File: src/rtl/assert_macros.svh
// Assertion macros shared by the max pooling RTL.
`ifndef ASSERT_MACROS_SVH
`define ASSERT_MACROS_SVH

`ifndef SYNTHESIS

`define MP_ASSERT(lbl, clk, rstn, expr) \
  lbl: assert property (@(posedge clk) disable iff (!rstn) (expr)) \
    else $error("max pool assertion failed");

`define MP_ASSERT_IMPL(lbl, clk, rstn, ante, cons) \
  lbl: assert property (@(posedge clk) disable iff (!rstn) (ante) |-> (cons)) \
    else $error("max pool assertion failed");

`define MP_ASSERT_NEXT(lbl, clk, rstn, ante, cons) \
  lbl: assert property (@(posedge clk) disable iff (!rstn) (ante) |=> (cons)) \
    else $error("max pool assertion failed");

`else

`define MP_ASSERT(lbl, clk, rstn, expr)
`define MP_ASSERT_IMPL(lbl, clk, rstn, ante, cons)
`define MP_ASSERT_NEXT(lbl, clk, rstn, ante, cons)

`endif

`endif

File: src/rtl/mp2a_pkg.sv
package mp2a_pkg;

  localparam int K_MAX_DEF     = 8;
  localparam int W_MAX_DEF     = 256;
  localparam int H_MAX_DEF     = 256;
  localparam int DATA_BITS_DEF = 16;

  localparam int KSIZE_W  = 4;
  localparam int STRIDE_W = 4;
  localparam int DIM_W    = 9;
  localparam int COORD_W  = 8;

  localparam int CFG_IDX_W  = 2;
  localparam int CFG_DATA_W = 9;

  localparam logic [CFG_IDX_W-1:0] REG_KERNEL = 2'd0;
  localparam logic [CFG_IDX_W-1:0] REG_STRIDE = 2'd1;
  localparam logic [CFG_IDX_W-1:0] REG_WIDTH  = 2'd2;
  localparam logic [CFG_IDX_W-1:0] REG_HEIGHT = 2'd3;

  localparam logic [KSIZE_W-1:0]  KERNEL_RST = 4'd2;
  localparam logic [STRIDE_W-1:0] STRIDE_RST = 4'd2;
  localparam logic [DIM_W-1:0]    WIDTH_RST  = 9'd256;
  localparam logic [DIM_W-1:0]    HEIGHT_RST = 9'd256;

  typedef enum logic [1:0] {
    ST_IDLE,
    ST_SCAN,
    ST_DRAIN,
    ST_HOLD
  } scan_state_t;

  // Output coordinates and window origin of a window that closes.
  typedef struct packed {
    logic [COORD_W-1:0] out_row;
    logic [COORD_W-1:0] out_col;
    logic [COORD_W-1:0] row0;
    logic [COORD_W-1:0] col0;
  } win_t;

endpackage

File: src/rtl/mp2a_scan.sv
`include "assert_macros.svh"

module mp2a_scan import mp2a_pkg::*; #(
  parameter int K_MAX     = K_MAX_DEF,
  parameter int W_MAX     = W_MAX_DEF,
  parameter int DATA_BITS = DATA_BITS_DEF,
  localparam int KW = $clog2(K_MAX + 1),
  localparam int SW = (K_MAX > 1) ? $clog2(K_MAX) : 1,
  localparam int CW = $clog2(W_MAX),
  localparam int AW = $clog2(K_MAX * W_MAX)
) (
  input  logic                 clk,
  input  logic                 rst_n,
  input  logic [KW-1:0]        k_eff,
  input  logic                 start,
  input  logic [SW-1:0]        base_slot,
  input  logic [CW-1:0]        base_col,
  input  win_t                 win,
  output logic                 in_ready,
  output logic                 rd_en,
  output logic [AW-1:0]        rd_addr,
  input  logic [DATA_BITS-1:0] rd_data,
  output logic                 out_valid,
  input  logic                 out_ready,
  output logic [DATA_BITS-1:0] pooled_value,
  output logic [COORD_W-1:0]   out_row,
  output logic [COORD_W-1:0]   out_col,
  output logic [COORD_W-1:0]   max_row,
  output logic [COORD_W-1:0]   max_col
);

  scan_state_t state_r, state_nxt;

  logic [SW-1:0]        bi_r, bi_nxt, bj_r, bj_nxt, slot_r, slot_nxt;
  logic [SW-1:0]        base_slot_r, base_slot_nxt;
  logic [CW-1:0]        base_col_r, base_col_nxt;
  win_t                 win_r, win_nxt;
  logic                 cmp_vld_r;
  logic [SW-1:0]        cmp_bi_r, cmp_bj_r;
  logic [DATA_BITS-1:0] best_r, best_nxt;
  logic [SW-1:0]        best_bi_r, best_bi_nxt, best_bj_r, best_bj_nxt;
  logic                 out_vld_r, out_vld_nxt;
  logic [DATA_BITS-1:0] out_value_r;
  logic [COORD_W-1:0]   out_row_r, out_col_r, out_mrow_r, out_mcol_r;

  logic bi_last, bj_last, slot_wrap, out_free, load_out, first;

  assign bi_last   = (KW'(bi_r) + 1'b1) == k_eff;
  assign bj_last   = (KW'(bj_r) + 1'b1) == k_eff;
  assign slot_wrap = (KW'(slot_r) + 1'b1) == k_eff;
  assign out_free  = !out_vld_r || out_ready;

  always_comb begin
    state_nxt = state_r;
    unique case (state_r)
      ST_IDLE:  if (start) state_nxt = ST_SCAN;
      ST_SCAN:  if (bi_last && bj_last) state_nxt = ST_DRAIN;
      ST_DRAIN: state_nxt = ST_HOLD;
      ST_HOLD:  if (out_free) state_nxt = ST_IDLE;
    endcase
  end

  always_comb begin
    in_ready = 1'b0;
    rd_en    = 1'b0;
    load_out = 1'b0;
    unique case (state_r)
      ST_IDLE:  in_ready = 1'b1;
      ST_SCAN:  rd_en    = 1'b1;
      ST_DRAIN: ;
      ST_HOLD:  load_out = out_free;
    endcase
  end

  // Column-major walk over the window: rows inside, columns outside.
  always_comb begin
    bi_nxt        = bi_r;
    bj_nxt        = bj_r;
    slot_nxt      = slot_r;
    base_slot_nxt = base_slot_r;
    base_col_nxt  = base_col_r;
    win_nxt       = win_r;
    if (state_r == ST_IDLE && start) begin
      bi_nxt        = '0;
      bj_nxt        = '0;
      slot_nxt      = base_slot;
      base_slot_nxt = base_slot;
      base_col_nxt  = base_col;
      win_nxt       = win;
    end else if (state_r == ST_SCAN) begin
      if (bi_last) begin
        bi_nxt   = '0;
        bj_nxt   = bj_r + 1'b1;
        slot_nxt = base_slot_r;
      end else begin
        bi_nxt   = bi_r + 1'b1;
        slot_nxt = slot_wrap ? '0 : slot_r + 1'b1;
      end
    end
  end

  assign rd_addr = AW'(slot_r) * AW'(W_MAX) + AW'(base_col_r + bj_r);

  // Shared compare unit: read data arrives in the cycle after its address.
  assign first = (cmp_bi_r == '0) && (cmp_bj_r == '0);

  always_comb begin
    best_nxt    = best_r;
    best_bi_nxt = best_bi_r;
    best_bj_nxt = best_bj_r;
    if (cmp_vld_r && (first || ($signed(rd_data) > $signed(best_r)))) begin
      best_nxt    = rd_data;
      best_bi_nxt = cmp_bi_r;
      best_bj_nxt = cmp_bj_r;
    end
  end

  always_comb begin
    out_vld_nxt = out_vld_r;
    if (load_out) begin
      out_vld_nxt = 1'b1;
    end else if (out_ready) begin
      out_vld_nxt = 1'b0;
    end
  end

  always_ff @(posedge clk) begin
    if (!rst_n) begin
      state_r   <= ST_IDLE;
      cmp_vld_r <= 1'b0;
      out_vld_r <= 1'b0;
    end else begin
      state_r   <= state_nxt;
      cmp_vld_r <= rd_en;
      out_vld_r <= out_vld_nxt;
    end
  end

  always_ff @(posedge clk) begin
    bi_r        <= bi_nxt;
    bj_r        <= bj_nxt;
    slot_r      <= slot_nxt;
    base_slot_r <= base_slot_nxt;
    base_col_r  <= base_col_nxt;
    win_r       <= win_nxt;
    cmp_bi_r    <= bi_r;
    cmp_bj_r    <= bj_r;
    best_r      <= best_nxt;
    best_bi_r   <= best_bi_nxt;
    best_bj_r   <= best_bj_nxt;
    if (load_out) begin
      out_value_r <= best_r;
      out_row_r   <= win_r.out_row;
      out_col_r   <= win_r.out_col;
      out_mrow_r  <= win_r.row0 + COORD_W'(best_bi_r);
      out_mcol_r  <= win_r.col0 + COORD_W'(best_bj_r);
    end
  end

  assign out_valid    = out_vld_r;
  assign pooled_value = out_value_r;
  assign out_row      = out_row_r;
  assign out_col      = out_col_r;
  assign max_row      = out_mrow_r;
  assign max_col      = out_mcol_r;

  `MP_ASSERT_IMPL(a_scan_idx, clk, rst_n, state_r == ST_SCAN, (KW'(bi_r) < k_eff) && (KW'(bj_r) < k_eff))
  `MP_ASSERT_IMPL(a_cmp_after_issue, clk, rst_n, cmp_vld_r, $past(state_r) == ST_SCAN)
  `MP_ASSERT_IMPL(a_load_from_hold, clk, rst_n, $rose(out_vld_r), $past(state_r) == ST_HOLD)
  `MP_ASSERT_NEXT(a_hold_leaves, clk, rst_n, (state_r == ST_HOLD) && out_free, (state_r == ST_IDLE) && out_vld_r)

endmodule

File: config.mk
export PLATFORM = sky130hd
export DESIGN_NAME = mp2a_scan
export DESIGN_NICKNAME = d
export VERILOG_FILES = /design/src/rtl/mp2a_pkg.sv /design/src/rtl/mp2a_scan.sv
export VERILOG_INCLUDE_DIRS = /design/src /design/src/rtl
export SDC_FILE = /design/constraint.sdc
export NUM_CORES = 1
export LEC_CHECK = 0
export BUFFER_PORTS_ARGS = -buffer_cell sky130_fd_sc_hd__buf_2
export CORE_UTILIZATION = 40
export DETAILED_ROUTE_END_ITERATION = 8
export SYNTH_ARGS = -nofsm -noshare
export SYNTH_HDL_FRONTEND = slang
export SYNTH_SLANG_ARGS = --single-unit
File: constraint.sdc
create_clock -name clk -period 8 [get_ports clk]
set_clock_uncertainty 0.1 [all_clocks]
set_input_delay 1.2 -clock clk [delete_from_list [all_inputs] [get_ports clk]]
set_output_delay 1.2 -clock clk [all_outputs]
set_load 0.02 [all_outputs]
## Yosys cells after proc, flatten, opt, wreduce, memory -nomap -nowiden

Cells that the tools add are included.

| storage, ports and cells | value |
|---|---|
| bits in registers | 132 |
| word-level logic and storage cells | 70 |

| operators by class | value |
|---|---|
| reductions and logical operators | 14 |
| add/subtract/negate cells | 10 |
| equality and inequality tests | 9 |
| magnitude comparators | 1 |
| mux-type cells | 14 |

Operators by type and width:

| cell | number |
|---|---|
| 8-bit by 3-bit adder with 8-bit output | 2 |
| 16-bit greater-than comparator | 1 |
| 3-bit two-way mux | 5 |
| 3-bit by 1-bit adder with 4-bit output (second input constant) | 3 |
| 4-bit equality test | 3 |
| 11-bit by 9-bit adder with 11-bit output | 1 |
| 3-bit by 1-bit adder with 3-bit output (second input constant) | 3 |
| 8-bit by 3-bit adder with 9-bit output | 1 |
| 2-bit one-hot mux with 4 select lines | 1 |
| 3-bit logical NOT | 2 |
| 2-bit two-way mux | 3 |
| 2-bit != test (second input constant) | 3 |
| 1-bit two-way mux | 5 |
| 2-bit equality test (second input constant) | 2 |
| 1-bit logical AND | 4 |
| 2-bit nonzero test | 2 |
| 3-bit AND reduction | 1 |
| 2-bit by 1-bit equality test with 1-bit output (second input constant) | 1 |
| 2-bit logical NOT | 1 |
| 1-bit logical OR | 2 |
| 2-bit AND reduction | 1 |
| 1-bit logical NOT | 1 |

## Logic depth before layout (Yosys ltp)

| logic depth | value |
|---|---|
| depth in word-level cells | 6 |
| mapped depth | 7 |
| gate-level depth less buffers | 7 |

## Worst setup path before layout

Ideal clock, no wire load.

| timing | value |
|---|---|
| kind | input port to flip-flop |
| from | input out_ready |
| to | register out_mcol_r[0], in the netlist max_col[0] (enable) |
| path slack | 4030 ps |
| stages | 2 |
| path buffers | 0 |
| arrival | 3410 ps |
| setup time | 459 ps |
| path through | nor2b_1 nor2b_1 |

| between the ends | value |
|---|---|
| cells in the longest elaborated chain, start to end | 2 |

RTL lines:

| what | RTL line | text |
|---|---|---|
| start: declaration | mp2a_scan.sv:24 | `input logic out_ready,` |
| 1-bit logical OR | mp2a_scan.sv:51 | `assign out_free = !out_vld_r \|\| out_ready;` |
| 1-bit two-way mux | mp2a_scan.sv:67 | `unique case (state_r)` |
| net load_out | mp2a_scan.sv:46 | `logic bi_last, bj_last, slot_wrap, out_free, load_out, first;` |
| end signal: assignment | mp2a_scan.sv:156 | `out_mcol_r <= win_r.col0 + COORD_W'(best_bj_r);` |
| end: declaration | mp2a_scan.sv:44 | `logic [COORD_W-1:0] out_row_r, out_col_r, out_mrow_r, out_mcol_r;` |

The timed path passes the listed nets, and every way through them passes these cells.
A chain may end at the register's enable or synchronous reset.

## Worst setup path in the final report

| timing | value |
|---|---|
| from | input rd_data[15] |
| to | register best_r[1] (enable) |

| between the ends | value |
|---|---|
| cells in the longest elaborated chain, start to end | 3 |

RTL lines:

| what | RTL line | text |
|---|---|---|
| start: declaration | mp2a_scan.sv:22 | `input logic [DATA_BITS-1:0] rd_data,` |
| 16-bit greater-than comparator | mp2a_scan.sv:111 | `if (cmp_vld_r && (first \|\| ($signed(rd_data) > $signed(best_r)))) begin` |
| 1-bit logical OR | mp2a_scan.sv:111 |  |
| 1-bit logical AND | mp2a_scan.sv:111 |  |
| end signal: assignment | mp2a_scan.sv:148 | `best_r <= best_nxt;` |
| end: declaration | mp2a_scan.sv:40 | `logic [DATA_BITS-1:0] best_r, best_nxt;` |

Every way passes these cells.

==> PnR_summary.wiki <==
{| class="wikitable"
! Metric !! Value
|-
| Status || complete, no violations
|-
| Die extent in y || 118.5 microns
|-
| Endpoint arrival time on the critical path || between 3000 and 4000 ps
|-
| Total nets after synthesis || ~460
|-
| Average footprint of a synthesized cell || around 15 sq um
|-
| Count of cells along the worst hold path || 0
|-
| Crit path max fanout || 22
|-
| Endpoint of the most critical register-to-register path || best_r[1]$_DFFE_PP_
|-
| Most common cell after layout, fill and taps aside || buf_2
|-
| Primary FF master, synth || edfxtp_1
|-
| Cell depth of the worst flop-to-flop path || 7
|-
| Hold wc startpoint || win_r[31]$_DFFE_PP_
|-
| Worst-case headroom to the max-slew limit || 25.59%
|-
| Clock insertion delay at the later pin of the skew report || about 410 ps
|-
| Number of port buffers || between 100 and 150
|-
| Net switching share of the total power || between 20% and 30%
|-
| Worst setup path category || input pin to flip-flop
|-
| Worst-case hold path end point || out_row[7]$_DFFE_PP_
|-
| Worst hold slack || 317.9 ps
|-
| Fraction of final layout cells with drive strength greater than 1 || 32.17%
|-
| Sum Neg Setup Slack || 0 ps
|-
| Final Wtd Congestion || 0.8403
|-
| Unrepaired setup endpoints after global routing || no
|-
| Largest net degree at the start of global routing || 53
|-
| R2r setup slk || about 4800 ps
|-
| Routed wire per std cell || around 14 microns
|-
| Number of resized instances in the post-cts repair step || 0
|-
| Type of origin of the critical path || input pin
|-
| LEAKAGE || around 2.9 nW
|-
| Async S/R FF share, synth || 0%
|-
| Maximum buffer depth of the clock tree || 2
|-
| Final critical delay including setup and external delays || approximately 3700 ps
|-
| Commonest cells after routing, fill and taps aside || buf_2 (128), edfxtp_1 (116), inv_1 (35)
|-
| Number of slew-limit violations in the final report || 0
|-
| Post-Synthesis Cells || 356
|-
| EDFF count, synth || 116
|-
| First DRT Iteration DRCs || 213
|-
| CTS Root Cell || clkbuf_16
|-
| Launch instance of the worst register-to-register path || best_r[15]$_DFFE_PP_
|-
| Detailed-routing iteration count for the pre-antenna-repair pass || 5
|-
| Mean number of vias per cell || 4.698
|-
| H-tree level count || 4
|-
| Wire length of the first global-routing pass || around 16,000 microns
|-
| Clock sinks || 132
|-
| Kind of capture point of the worst setup path || flip-flop
|-
| Post-route DRC violation count || 0
|-
| Via count of the first global-routing pass || roughly 3.4k
|-
| Site row count || 42
|-
| Synth warn || 0
|-
| Fraction of power consumed by combinational cells || approximately a fifth
|-
| Total CTS buffers || 17
|-
| Number of standard cells in the final layout excluding fillers || about 690
|-
| Count of final setup violators || 0
|-
| Number of storage elements in the synthesis netlist || about 130
|-
| FMAX || 268.4 MHz
|-
| Width of the die || about 120 microns
|-
| Area inside the core boundary || approximately 13,000 sq um
|-
| Ant diodes || 0
|-
| Number of buffers inserted by post-CTS setup repair || 0
|-
| Sequential fraction of the synthesis area || between 70% and 80%
|-
| Die outline area || between 10,000 and 15,000 sq um
|-
| Vias || roughly 3.3k
|-
| Filler Cell Count || 1,174
|-
| Power per Cell Area || between 300 and 400 nW/um^2
|-
| Worst voltage drop across the vdd grid || approximately 230 uV
|-
| CTS tree || yes
|-
| Net switching power || between 0.6 and 0.7 mW
|-
| Overall Global Routing Usage || between 10% and 20%
|-
| Net count of the finished layout || 606
|-
| Post-route antenna net violation count || 0
|-
| Clock network fraction of total power || 36.0%
|-
| Portion of total power attributed to sequential cells || ~44%
|-
| Number of distinct library cell variants in the gate-level netlist after synthesis || 42
|-
| Max-cap violation count || 0
|-
| Area Growth Syn to Fin || 27.84%
|-
| Share of the clock period used by the worst path || 46.58%
|-
| Class of the tightest hold or removal check || flip-flop to flip-flop
|-
| Antenna violations before repair || 0
|-
| Aggregate routed wire length || around 9800 microns
|-
| Clock slew at reported path FFs || 60 ps
|-
| Placed Instances || 661
|-
| Hold Fails Final Rpt || 0
|-
| Post-Synthesis Cell Area || ~5400 sq um
|-
| Initial cell density of the core || between 40% and 50%
|-
| Num ports || approximately 130
|-
| Design internal power || roughly 1.7 mW
|-
| CTS hold repair buffers || 0
|-
| Overflow left after global routing || 0
|-
| Transition at the pin with the smallest max-transition slack || between 1000 and 1500 ps
|-
| Required @ worst endpoint || roughly 7800 ps
|-
| Estimated wirelength of the detail-placed design || between 6000 and 7000 microns
|}
## how the worst max path moves through the flow
| stage | start | slack [ps] | to |
|---|---|---|---|
| global placement | rd_data[15] | 3910 | best_r[3]$_DFFE_PP_ |
| floorplan | out_ready | 4030 | max_col[0]$_DFFE_PP_ |
| global route | rd_data[15] | 4060 | best_bi_r[1]$_DFFE_PP_ |
| finish | rd_data[15] | 4270 | best_r[1]$_DFFE_PP_ |
| detailed placement | rd_data[15] | 3830 | best_r[4]$_DFFE_PP_ |
| CTS | rd_data[15] | 4230 | best_bj_r[1]$_DFFE_PP_ |
## cells in the mapped netlist, types with 3 or more instances
cell type  count  area share (%)
mux2i_1        3            0.55
nand4_1        3            0.35
nor2_1        14            0.97
a21o_1         7            0.97
a21oi_1       18             1.7
o21ai_0        5            0.46
nand3_1       10            0.92
fa_1           3             1.1
dfxtp_1       16             5.9
o2111ai_1      3            0.48
ha_1          32             7.4
xor2_1         9             1.5
nand2_1       19             1.3
nor2b_1        7            0.81
xnor2_1       22             3.6
nand3b_1       4            0.55
inv_1         35             2.4
edfxtp_1     116              64
## critical path, cell delays in order
cell	delay (ps)
buf_2	110
ha_1	350
nand4_1	120
or3_1	420
o31a_1	330
a31oi_1	180
nand3_1	780
## sequential cells by signal (all words and copies together), names as in the netlist
signal,flops
cmp_bj_r,3
win_r,32
max_row,8
cmp_bi_r,3
max_col,8
cmp_vld_r,1
out_row,8
base_col_r,8
bi_r,3
out_col,8
slot_r,3
base_slot_r,3
bj_r,3
out_valid,1
best_bi_r,3
pooled_value,16
best_r,16
state_r,2
best_bj_r,3
## cells by family after synthesis
| family | share of synthesized area [%] |
|---|---|
| flops | 70.11 |
| compound gates | 6.296 |
| mux | 0.5535 |
| simple gates | 7.057 |
| buf+inv | 2.491 |
| fa+ha+maj | 8.487 |
| xor+xnor | 5.005 |
## routing by layer
metal	track usage, %	routed length (microns)	vias to the layer above
li1	-	-	1602
met5	0	0	-
met3	5.695	625	11
met4	6.646	144	0
met1	17.95	4232	1529
met2	24.82	4757	109
## cell type report
class                           count  area (sq um)  area share [%]
Multi-Input combinational cell    188          1494           21.54
Clock inverter                     13         205.2           2.959
Tap cell                          176         220.2           3.175
Sequential cell                   132          3804           54.84
Clock buffer                       18         429.2           6.188
Timing Repair Buffer              129         648.1           9.345
Inverter                           36         135.1           1.948
## per-stage QoR
| stage | instance area, sq um | power [mW] | utilization [%] | worst slack [ps] |
|---|---|---|---|---|
| final | 6935 | 2.314 | 52.37 | 4274 |
| after global placement | 6301 | 1.485 | 47.58 | 3911 |
| after floorplan | 5425 | 1.348 | - | 4030 |
| after CTS | 6935 | 2.346 | 52.37 | 4232 |
| after global routing | 6935 | 2.438 | 52.37 | 4065 |
| after detailed placement | 6301 | 1.501 | 47.58 | 3828 |
## power by group through the flow
stage / Clock, mW / Combinational, mW / Sequential (mW)
floorplan: 0 / 0.317 / 1.03
global placement: 0 / 0.466 / 1.02
detailed placement: 0 / 0.475 / 1.03
CTS: 0.853 / 0.481 / 1.01
global route: 0.879 / 0.534 / 1.03
finish: 0.834 / 0.472 / 1.01
(Power assumes the default switching activity.)
