**src/rtl/assert_macros.svh**
```systemverilog
// Assertion macros shared by the max pooling RTL.
`ifndef ASSERT_MACROS_SVH
`define ASSERT_MACROS_SVH

`ifndef SYNTHESIS

`define MP_ASSERT(lbl, clk, rstn, expr) \
  lbl: assert property (@(posedge clk) disable iff (!rstn) (expr)) \
    else $error("max pool assertion failed");

`define MP_ASSERT_IMPL(lbl, clk, rstn, ante, cons) \
  lbl: assert property (@(posedge clk) disable iff (!rstn) (ante) |-> (cons)) \
    else $error("max pool assertion failed");

`define MP_ASSERT_NEXT(lbl, clk, rstn, ante, cons) \
  lbl: assert property (@(posedge clk) disable iff (!rstn) (ante) |=> (cons)) \
    else $error("max pool assertion failed");

`else

`define MP_ASSERT(lbl, clk, rstn, expr)
`define MP_ASSERT_IMPL(lbl, clk, rstn, ante, cons)
`define MP_ASSERT_NEXT(lbl, clk, rstn, ante, cons)

`endif

`endif

```
**src/rtl/mp2a_pkg.sv**
```systemverilog
package mp2a_pkg;

  localparam int K_MAX_DEF     = 8;
  localparam int W_MAX_DEF     = 256;
  localparam int H_MAX_DEF     = 256;
  localparam int DATA_BITS_DEF = 16;

  localparam int KSIZE_W  = 4;
  localparam int STRIDE_W = 4;
  localparam int DIM_W    = 9;
  localparam int COORD_W  = 8;

  localparam int CFG_IDX_W  = 2;
  localparam int CFG_DATA_W = 9;

  localparam logic [CFG_IDX_W-1:0] REG_KERNEL = 2'd0;
  localparam logic [CFG_IDX_W-1:0] REG_STRIDE = 2'd1;
  localparam logic [CFG_IDX_W-1:0] REG_WIDTH  = 2'd2;
  localparam logic [CFG_IDX_W-1:0] REG_HEIGHT = 2'd3;

  localparam logic [KSIZE_W-1:0]  KERNEL_RST = 4'd2;
  localparam logic [STRIDE_W-1:0] STRIDE_RST = 4'd2;
  localparam logic [DIM_W-1:0]    WIDTH_RST  = 9'd256;
  localparam logic [DIM_W-1:0]    HEIGHT_RST = 9'd256;

  typedef enum logic [1:0] {
    ST_IDLE,
    ST_SCAN,
    ST_DRAIN,
    ST_HOLD
  } scan_state_t;

  // Output coordinates and window origin of a window that closes.
  typedef struct packed {
    logic [COORD_W-1:0] out_row;
    logic [COORD_W-1:0] out_col;
    logic [COORD_W-1:0] row0;
    logic [COORD_W-1:0] col0;
  } win_t;

endpackage

```
**src/rtl/mp2a_pos.sv**
```systemverilog
`include "assert_macros.svh"

module mp2a_pos import mp2a_pkg::*; #(
  parameter int K_MAX = K_MAX_DEF,
  parameter int W_MAX = W_MAX_DEF,
  parameter int H_MAX = H_MAX_DEF,
  localparam int KW = $clog2(K_MAX + 1),
  localparam int SW = (K_MAX > 1) ? $clog2(K_MAX) : 1,
  localparam int CW = $clog2(W_MAX),
  localparam int RW = $clog2(H_MAX),
  localparam int WW = $clog2(W_MAX + 1),
  localparam int HW = $clog2(H_MAX + 1),
  localparam int AW = $clog2(K_MAX * W_MAX)
) (
  input  logic                clk,
  input  logic                rst_n,
  input  logic                restart,
  input  logic                step,
  input  logic [KW-1:0]       k_eff,
  input  logic [STRIDE_W-1:0] s_eff,
  input  logic [WW-1:0]       w_eff,
  input  logic [HW-1:0]       h_eff,
  output logic [AW-1:0]       wr_addr,
  output logic                close,
  output logic [SW-1:0]       base_slot,
  output logic [CW-1:0]       base_col,
  output win_t                win
);

  logic [RW-1:0]       row_r, row_nxt;
  logic [CW-1:0]       col_r, col_nxt;
  logic [SW-1:0]       slot_r, slot_nxt;
  logic [STRIDE_W-1:0] rph_r, rph_nxt;
  logic [STRIDE_W-1:0] cph_r, cph_nxt;
  logic [RW-1:0]       orow_r, orow_nxt;
  logic [CW-1:0]       ocol_r, ocol_nxt;

  logic col_last, row_last, col_in, row_in, cph_wrap, rph_wrap, slot_wrap;

  assign col_last  = (WW'(col_r) + 1'b1) == w_eff;
  assign row_last  = (HW'(row_r) + 1'b1) == h_eff;
  // A row or column is inside the window region once a whole kernel fits up to and including it.
  assign col_in    = (WW'(col_r) + 1'b1) >= k_eff;
  assign row_in    = (HW'(row_r) + 1'b1) >= k_eff;
  assign cph_wrap  = (cph_r + 1'b1) == s_eff;
  assign rph_wrap  = (rph_r + 1'b1) == s_eff;
  assign slot_wrap = (KW'(slot_r) + 1'b1) == k_eff;

  assign close     = row_in && col_in && (rph_r == '0) && (cph_r == '0);
  // The oldest row of the window sits in the slot after the current one.
  assign base_slot = slot_wrap ? '0 : slot_r + 1'b1;
  assign base_col  = CW'(col_r + 1'b1 - k_eff);
  assign wr_addr   = AW'(slot_r) * AW'(W_MAX) + AW'(col_r);

  assign win.out_row = COORD_W'(orow_r);
  assign win.out_col = COORD_W'(ocol_r);
  assign win.row0    = COORD_W'(row_r + 1'b1 - k_eff);
  assign win.col0    = COORD_W'(col_r + 1'b1 - k_eff);

  always_comb begin
    row_nxt  = row_r;
    col_nxt  = col_r;
    slot_nxt = slot_r;
    rph_nxt  = rph_r;
    cph_nxt  = cph_r;
    orow_nxt = orow_r;
    ocol_nxt = ocol_r;
    if (restart) begin
      row_nxt  = '0;
      col_nxt  = '0;
      slot_nxt = '0;
      rph_nxt  = '0;
      cph_nxt  = '0;
      orow_nxt = '0;
      ocol_nxt = '0;
    end else if (step) begin
      if (col_last) begin
        col_nxt  = '0;
        cph_nxt  = '0;
        ocol_nxt = '0;
        if (row_last) begin
          row_nxt  = '0;
          slot_nxt = '0;
          rph_nxt  = '0;
          orow_nxt = '0;
        end else begin
          row_nxt  = row_r + 1'b1;
          slot_nxt = base_slot;
          if (row_in) begin
            rph_nxt = rph_wrap ? '0 : rph_r + 1'b1;
            if (rph_wrap) begin
              orow_nxt = orow_r + 1'b1;
            end
          end
        end
      end else begin
        col_nxt = col_r + 1'b1;
        if (col_in) begin
          cph_nxt = cph_wrap ? '0 : cph_r + 1'b1;
          if (cph_wrap) begin
            ocol_nxt = ocol_r + 1'b1;
          end
        end
      end
    end
  end

  always_ff @(posedge clk) begin
    if (!rst_n) begin
      row_r  <= '0;
      col_r  <= '0;
      slot_r <= '0;
      rph_r  <= '0;
      cph_r  <= '0;
      orow_r <= '0;
      ocol_r <= '0;
    end else begin
      row_r  <= row_nxt;
      col_r  <= col_nxt;
      slot_r <= slot_nxt;
      rph_r  <= rph_nxt;
      cph_r  <= cph_nxt;
      orow_r <= orow_nxt;
      ocol_r <= ocol_nxt;
    end
  end

  `MP_ASSERT(a_col_in_frame, clk, rst_n, WW'(col_r) < w_eff)
  `MP_ASSERT(a_row_in_frame, clk, rst_n, HW'(row_r) < h_eff)
  `MP_ASSERT(a_slot_in_kernel, clk, rst_n, KW'(slot_r) < k_eff)
  `MP_ASSERT_IMPL(a_close_has_phase, clk, rst_n, close, (rph_r == '0) && col_in)

endmodule

```
**config.mk**
```make
export PLATFORM = sky130hd
export DESIGN_NAME = mp2a_pos
export DESIGN_NICKNAME = d
export VERILOG_FILES = /design/src/rtl/mp2a_pkg.sv /design/src/rtl/mp2a_pos.sv
export VERILOG_INCLUDE_DIRS = /design/src /design/src/rtl
export SDC_FILE = /design/constraint.sdc
export NUM_CORES = 1
export LEC_CHECK = 0
export ABC_CLOCK_PERIOD_IN_PS = 3900
export BUFFER_PORTS_ARGS = -buffer_cell sky130_fd_sc_hd__buf_2
export CAP_MARGIN = 15
export CELL_PAD_IN_SITES_DETAIL_PLACEMENT = 1
export CELL_PAD_IN_SITES_GLOBAL_PLACEMENT = 2
export CORE_MARGIN = 2
export CORE_UTILIZATION = 31
export DETAILED_ROUTE_END_ITERATION = 10
export PLACE_DENSITY = 0.89
export SLEW_MARGIN = 20
export SYNTH_ARGS = -nofsm -noshare
export SYNTH_HDL_FRONTEND = slang
export SYNTH_SLANG_ARGS = --single-unit
```
**constraint.sdc**
```tcl
create_clock -name clk -period 3.9 [get_ports clk]
set_input_delay 0.39 -clock clk [delete_from_list [all_inputs] [get_ports clk]]
set_output_delay 0.39 -clock clk [all_outputs]
set_load 0.005 [all_outputs]
```
Yosys cells after proc, flatten, opt, wreduce, memory -nomap -nowiden
Index checks and enable logic that the tools add are counted.
{"block": "op_classes", "addsub": 13, "n_lt_le_gt_ge": 2, "n_eq_ne": 5, "muxes": 16, "n_bitwise": 1, "reduce_logical": 15}
{"cell": "8-bit two-way mux", "count": 8}
{"cell": "8-bit by 1-bit adder with 8-bit output, second input constant", "count": 4}
{"cell": "4-bit two-way mux", "count": 6}
{"cell": "8-bit by 1-bit adder with 9-bit output, second input constant", "count": 2}
{"cell": "9-bit == test", "count": 2}
{"cell": "9-bit by 4-bit greater-or-equal comparator with 1-bit output", "count": 2}
{"cell": "8-bit by 4-bit subtractor with 8-bit output", "count": 2}
{"cell": "4-bit == test", "count": 3}
{"cell": "11-bit by 8-bit adder with 11-bit output", "count": 1}
{"cell": "4-bit by 1-bit adder with 4-bit output, second input constant", "count": 2}
{"cell": "4-bit logical NOT", "count": 2}
{"cell": "2-bit nonzero test", "count": 4}
{"cell": "3-bit two-way mux", "count": 2}
{"cell": "3-bit AND reduction", "count": 2}
{"cell": "3-bit by 1-bit adder with 4-bit output, second input constant", "count": 1}
{"cell": "2-bit AND reduction", "count": 2}
{"cell": "4-bit AND reduction", "count": 1}
{"cell": "3-bit by 1-bit adder with 3-bit output, second input constant", "count": 1}
{"cell": "1-bit logical AND", "count": 3}
{"cell": "2-bit OR reduction", "count": 1}
{"cell": "1-bit inverter", "count": 1}
{"block": "totals", "register_bits": 43, "out_inout_bits": 55, "wordCells": 59}

Logic depth before layout (Yosys ltp)
Gate-level depths: netlist of run 1.
{"block": "logic_depth", "word_depth": 5, "ltp_mapped": 12, "mapped_depth_nobuf": 10}

Worst setup path before layout of run 1
No wires, ideal clock.
{"block": "synth_timing", "kind": "register to output", "from": "register col_r[0]", "to": "output win[7] (netlist name)", "t_arrival_ns": 2.499, "t_required_ns": 3.510, "path_slack_ns": 1.011, "path_stages_with_launch": 10, "path_buffers": 2, "cell_sequence": "dfxtp_1 -> ha_1 -> ha_1 -> nor2b_1 -> o21ai_0 -> a21boi_0 -> or4_1 -> buf_2 -> xnor2_1 -> buf_4"}
{"block": "synth_via", "elab_chain_cells": 2}
{"element": "from (decl)", "line_no": "mp2a_pos.sv:31", "rtl": "logic [CW-1:0] col_r, col_nxt;"}
{"element": "from (signal assigned)", "line_no": "mp2a_pos.sv:119", "rtl": "col_r <= col_nxt;"}
{"element": "8-bit by 1-bit adder with 8-bit output"}
{"element": "8-bit by 4-bit subtractor with 8-bit output"}
{"element": "to (decl)", "line_no": "mp2a_pos.sv:27", "rtl": "output win_t win"}
No other way between the ends.

Worst setup path after layout of run 1
{"block": "layout_timing", "from": "register col_r[0]", "to": "output close"}
{"block": "layout_via", "elab_chain_cells": 5}
{"element": "8-bit by 1-bit adder with 9-bit output", "line_no": "mp2a_pos.sv:43", "rtl": "assign col_in = (WW'(col_r) + 1'b1) >= k_eff;"}
{"element": "9-bit by 4-bit greater-or-equal comparator with 1-bit output", "line_no": "mp2a_pos.sv:43"}
{"element": "1-bit logical AND (3 in series)", "line_no": "mp2a_pos.sv:49", "rtl": "assign close = row_in && col_in && (rph_r == '0) && (cph_r == '0);"}
{"element": "to (decl)", "line_no": "mp2a_pos.sv:24", "rtl": "output logic close,"}
No other way between the ends.

==> results of run 1 <==
==> cells by family (layout without fill, tap and decap cells) <==
kind of cell	Yosys count	after routing	share of synthesized area [%]
buffers and inverters	68	125	8.15
XOR/XNOR	50	50	12.4
adder cells (fa/ha/maj)	19	19	6.56
multiplexers	2	2	0.520
flip-flops	43	43	22.3
AO/OA/AOI/OAI	149	149	24.2
AND/OR/NAND/NOR	174	174	25.8
==> area by class of cell <==
| class | count | area [µm²] | area share, % |
|---|---|---|---|
| multi-input combinational | 394 | 2690 | 60.2 |
| sequential | 43 | 861 | 19.3 |
| timing repair buffer | 90 | 465 | 10.4 |
| tap | 168 | 210 | 4.70 |
| clock buffer | 5 | 125 | 2.80 |
| inverter | 27 | 101 | 2.27 |
| clock inverter | 3 | 15.0 | 0.336 |
==> report_power, final <==
group,switching (mW),internal [mW]
logic,0.0893,0.0648
registers,0.00199,0.440
clock network,0.186,0.234
==> sequential cells by signal, summed over array words and instances (netlist names) <==
| signal | flops |
|---|---|
| cph_r | 4 |
| slot_r | 3 |
| orow_r | 8 |
| rph_r | 4 |
| ocol_r | 8 |
| col_r | 8 |
| row_r | 8 |
==> through the flow <==
stage	utilization (%)	area (µm²)	worst slack, ns	hold WS (ns)	power, mW
after floorplan	-	3850	1.01	0.465	0.552
after global placement	35.8	4320	0.404	0.462	0.602
after detailed placement	35.8	4320	0.347	0.484	0.605
after CTS	37.0	4460	0.0255	0.478	1.03
after global routing	37.0	4470	0.00551	0.496	1.06
final	37.0	4470	0.292	0.492	1.02
==> synth_stat cells, drive strengths merged (3+ instances only) <==
library cell / count / area [µm²]
a21boi: 4 / 30.0
o21ai: 27 / 135
nand4: 13 / 87.6
nor2b: 5 / 31.3
o211ai: 5 / 37.5
or2: 3 / 18.8
or4: 12 / 90.1
a21oi: 53 / 265
nand3b: 5 / 37.5
and2: 6 / 37.5
nor4: 3 / 18.8
o22ai: 7 / 43.8
buf: 22 / 140
clkbuf: 19 / 72.6
a211oi: 3 / 22.5
ha: 17 / 213
o31ai: 4 / 30.0
xnor3: 3 / 67.6
inv: 27 / 101
nor2: 18 / 67.6
xor2: 18 / 158
or3: 9 / 56.3
o2111ai: 3 / 26.3
nand2: 39 / 149
and3: 15 / 93.8
nand3: 23 / 120
a22oi: 7 / 52.6
dfxtp: 43 / 861
and4: 5 / 43.8
nand4b: 4 / 35.0
a31oi: 12 / 75.1
o21a: 3 / 22.5
nor3: 10 / 61.3
xnor2: 29 / 254
==> worst min-delay path, stage by stage, from the launching register on <==
cell and delay (ns):
dfxtp_1 0.32, nand2_1 0.06, o22ai_1 0.06
==> timing repair <==
item | CTS | global route
setup endpoints to repair | 0 | 1
resized for setup | 0 | 3
endpoints found under the hold margin | 0 | 0
==> layer usage <==
metal,global-route usage [%],share of wire [%]
met3,2.72,3.5
met1,24.2,47
met5,0,0
met4,5.30,1.3
met2,32.9,48
==> how the worst max path moves through the flow <==
stage,cells after the start,slack (ns),endpoint,startpoint
2_1_floorplan,9,1.01,win[7],col_r[0]
3_3_place_gp,9,0.40,close,col_r[0]
3_5_place_dp,9,0.35,close,col_r[0]
4_1_cts,9,0.03,close,col_r[0]
5_1_grt,10,0.006,rph_r[0],row_r[0]
6_report,9,0.29,close,col_r[0]
==> results.toml, run 1 <==
[synth]
synthArstFlopShare_pct = 0
synthFlopType = "dfxtp_1"
synth-edff-count = 0
ys_ff_latch = 43
synthCells = 505
synth_warnings = 0
synth.yosys.seq_area_share_pct = 22.3
syn-num-nets = 554
ys_types = 64
synth.avg_cell_area_um2 = 7.63
synth_area_um2 = 3850

[setup_path]
critPathMaxFanout = 11
cp.arrival_ns = 3.22
reg2reg_to = "orow_r[6]"
crit_chain = "ha_1 > xor2_1 > ha_1 > o21ai_0 > a21boi_0 > or4_4 > nor2_2 > nor3_1 > buf_2"
rr_startpoint = "row_r[0]"
crit_type = "flop to output pin"
r2r_slack_ns = 0.39
crit_path_top_delay_cell = "or4_4"
crit_path_max_incr_delay_ns = 0.63
crit_buf_inv = 1
endpoint_kind = "output pin"
r2r_cells = 11
critical-path-top-delay-family = "simple AND/OR/NAND/NOR gates"
cp.required_ns = 3.51
cp_common_cell = "ha_1"
cp-start-kind = "flop"

[sta]
rsz0062_at_grt = "no"
layout_min_cycle_time_ns = 3.61
setup-tns-final_ns = 0
finalHoldViolations = 0
skew_ns = 0.00684
slew_violations = 0
max_slew_margin_pct = 41.8
post-route-period-util_pct = 92.5
worst_pin_slew_ns = 0.873
finalSetupViolations = 0
max_freq_mhz = 277

[routing]
drcViolationCount = 0
ant_nets = 0
via_per_inst = 5.50
dr.pass1.iters = 4
routed_wl_mm = 12.4
wl_per_cell_um = 17.0
vias = 4012
drtIter0Drc = 209

[finish]
n_antenna_cell = 0
area_growth_pct = 16.0
finalNonFillerCells = 730
n_fill_cell = 1518
layout-drive-gt1-share_pct = 19.9
layout.cells.most_common_list = "buf_2, a21oi_1, dfxtp_1"
nets = 610
final_common_cell = "buf_2"

[placed_design]
dp_hpwl_mm = 9.20
gp_congestion = 0.876
dp_cells = 722
portBuffers = 84

[run_status]
outcome = "complete, no violations"

[floorplanning]
die_h_um = 115
initial_core_util_pct = 31.9
coreArea_um2 = 12100
fp.dieW_um = 115
die_area_um2 = 13300
io_pins = 85
rows = 40

[grt]
grt_max_degree = 39
grt-ovfl-total = 0
grt_util_all_layers_pct = 18.9
grt_antenna_before_repair = 0
grt_pass1_vias = 4145
grt_pass1_wl_mm = 20.6

[clock_network]
clock_latency_ns = 0.29
clockRootBuffer = "clkbuf_16"
cts_tree = "done"
clock_path_buffers = 2
cts_sinks = 43
cts_max_level = 2
hold_buffers = 0
cts_buffers = 5
postCtsSetupBuffers = 0
clkTransAtPathRegs_ns = 0.06

[power]
power_density_nw_per_um2 = 228
power.leakage_nw = 1.77
ir_drop_uv = 147

[worst_hold_path]
whs_endpoint = "ocol_r[7]"
hold_path_depth = 2
min_from = "ocol_r[7]"
holdCritPathClass = "flop to flop"

[run]
maxCapViolations = 0
No activity file was read; power rests on OpenSTA's default activity.
==> run 2, diff against run 1 <==
==> constraint.sdc (replaced) <==
create_clock -name clk -period 3.9 [get_ports clk]
set_input_delay 0.39 -clock clk [delete_from_list [all_inputs] [get_ports clk]]
set_output_delay 0.39 -clock clk [all_outputs]
set_load 0.01 [all_outputs]
==> run 2 against run 1 <==
Net effect: critical endpoint unchanged; clock skew is 0.0021 ns lower; combinational power is 5% higher; design area hardly changed; final cell count stayed put; worst setup slack worse by 0.010 ns; highest routed layer unchanged; non-clock buffer count stayed put; clock power is 1% higher.
==> results.toml, run 2 (synthesized netlist as in run 1, its figures left out) <==
[placed_design]
dp_hpwl_mm = 9.08
gp_congestion = 0.828
portBuffers = 84
place_area_um2 = 4320

[sta]
max_freq_mhz = 276
layout_min_cycle_time_ns = 3.62
slew_violations = 0
rsz0062_at_grt = "no"
skew_ns = 0.00472
post-route-period-util_pct = 92.8
finalHoldViolations = 0
setup-tns-final_ns = 0
finalSetupViolations = 0
worst_pin_slew_ns = 0.851
max_slew_margin_pct = 43.3
hold-worst-slack_ns = 0.484

[floorplanning]
io_pins = 85
die_area_um2 = 13300
coreArea_um2 = 12100
die_h_um = 115
rows = 40
initial_core_util_pct = 31.9
fp.dieW_um = 115

[finish]
final_common_cell = "buf_2"
nets = 610
layout.cells.most_common_list = "buf_2, a21oi_1, dfxtp_1"
final_area_um2 = 4470
layout-drive-gt1-share_pct = 19.6
n_antenna_cell = 0
area_growth_pct = 15.9
n_fill_cell = 1507

[clock_network]
clockRootBuffer = "clkbuf_16"
clock_path_buffers = 2
cts_max_level = 2
cts_sinks = 43
cts_tree = "done"
cts_buffers = 5
postCtsSetupBuffers = 0
clkTransAtPathRegs_ns = 0.07
clock_latency_ns = 0.29

[routing]
vias = 4032
drcViolationCount = 0
drtIter0Drc = 190
routed_wl_mm = 12.2
ant_nets = 0
wl_per_cell_um = 16.8
via_per_inst = 5.52
dr.pass1.iters = 5

[grt]
grt_antenna_before_repair = 0
grt-ovfl-total = 0
grt_util_all_layers_pct = 18.4
grt_pass1_wl_mm = 20.1
grt_max_degree = 39
grt_pass1_vias = 4044

[power]
ir_drop_uv = 140
power.leakage_nw = 1.76
power_mw = 1.03
power_density_nw_per_um2 = 231

[setup_path]
endpoint_kind = "output pin"
cp.required_ns = 3.51
cp.arrival_ns = 3.23
crit_type = "flop to output pin"
critPathMaxFanout = 11
cp-start-kind = "flop"

[run_status]
outcome = "complete, no violations"

[worst_hold_path]
holdCritPathClass = "input port to flop"

[run]
maxCapViolations = 0
## run 2: cell count changes in the layout (fill, tap and decap cells not counted)
cell / delta
clkbuf_1: +1
clkinv_2: -2
clkinvlp_4: +1
o21ai_1: +1
o21ai_2: -1
## run 2: where the power goes
part	total, mW	switching, mW	internal [mW]
combinational	0.162	0.0962	0.0655
clock	0.426	0.189	0.237
sequential	0.442	0.00203	0.440
## run 2: critical path, stage by stage (launching register included)
cell	delay, ns
dfxtp_1	0.50
ha_1	0.36
ha_1	0.32
nor2b_1	0.13
o21ai_0	0.23
a21boi_0	0.21
or4_4	0.62
nor2_2	0.28
nor3_1	0.12
buf_2	0.15
## run 2: path summary, 6_finish.rpt
check	depth (start not counted)	end	slack [ns]	from
min	3	col_r[1]	0.48	step
min reg2reg	2	ocol_r[6]	0.50	ocol_r[6]
max	9	close	0.28	col_r[0]
max reg2reg	11	orow_r[6]	0.41	row_r[0]
## run 2: what timing repair did
action / CTS / global route
gates resized for setup: 0 / 2
hold buffers: 0 / 0
setup endpoints to repair: 0 / 1
## run 2: cell type report
cell class | instances | area (µm²) | share of cell area [%]
tap | 168 | 210 | 4.71
clock buffer | 6 | 129 | 2.89
multi-input combinational | 394 | 2690 | 60.2
timing repair buffer | 90 | 465 | 10.4
inverter | 27 | 101 | 2.27
sequential | 43 | 861 | 19.3
clock inverter | 2 | 12.5 | 0.280
## run 2: per-stage QoR
step	util, %	setup WS [ns]	std cells
detailed placement	35.8	0.330	722
global placement	35.8	0.452	722
global route	37.0	0.0192	730
floorplan	-	0.858	505
finish	37.0	0.282	730
CTS	37.0	0.00286	730
## run 2: routing by layer
| layer | global-route usage, % | share of wire [%] |
|---|---|---|
| met5 | 0 | 0 |
| met4 | 4.34 | 1.4 |
| met3 | 2.09 | 3.9 |
| met2 | 32.0 | 48 |
| met1 | 24.4 | 47 |
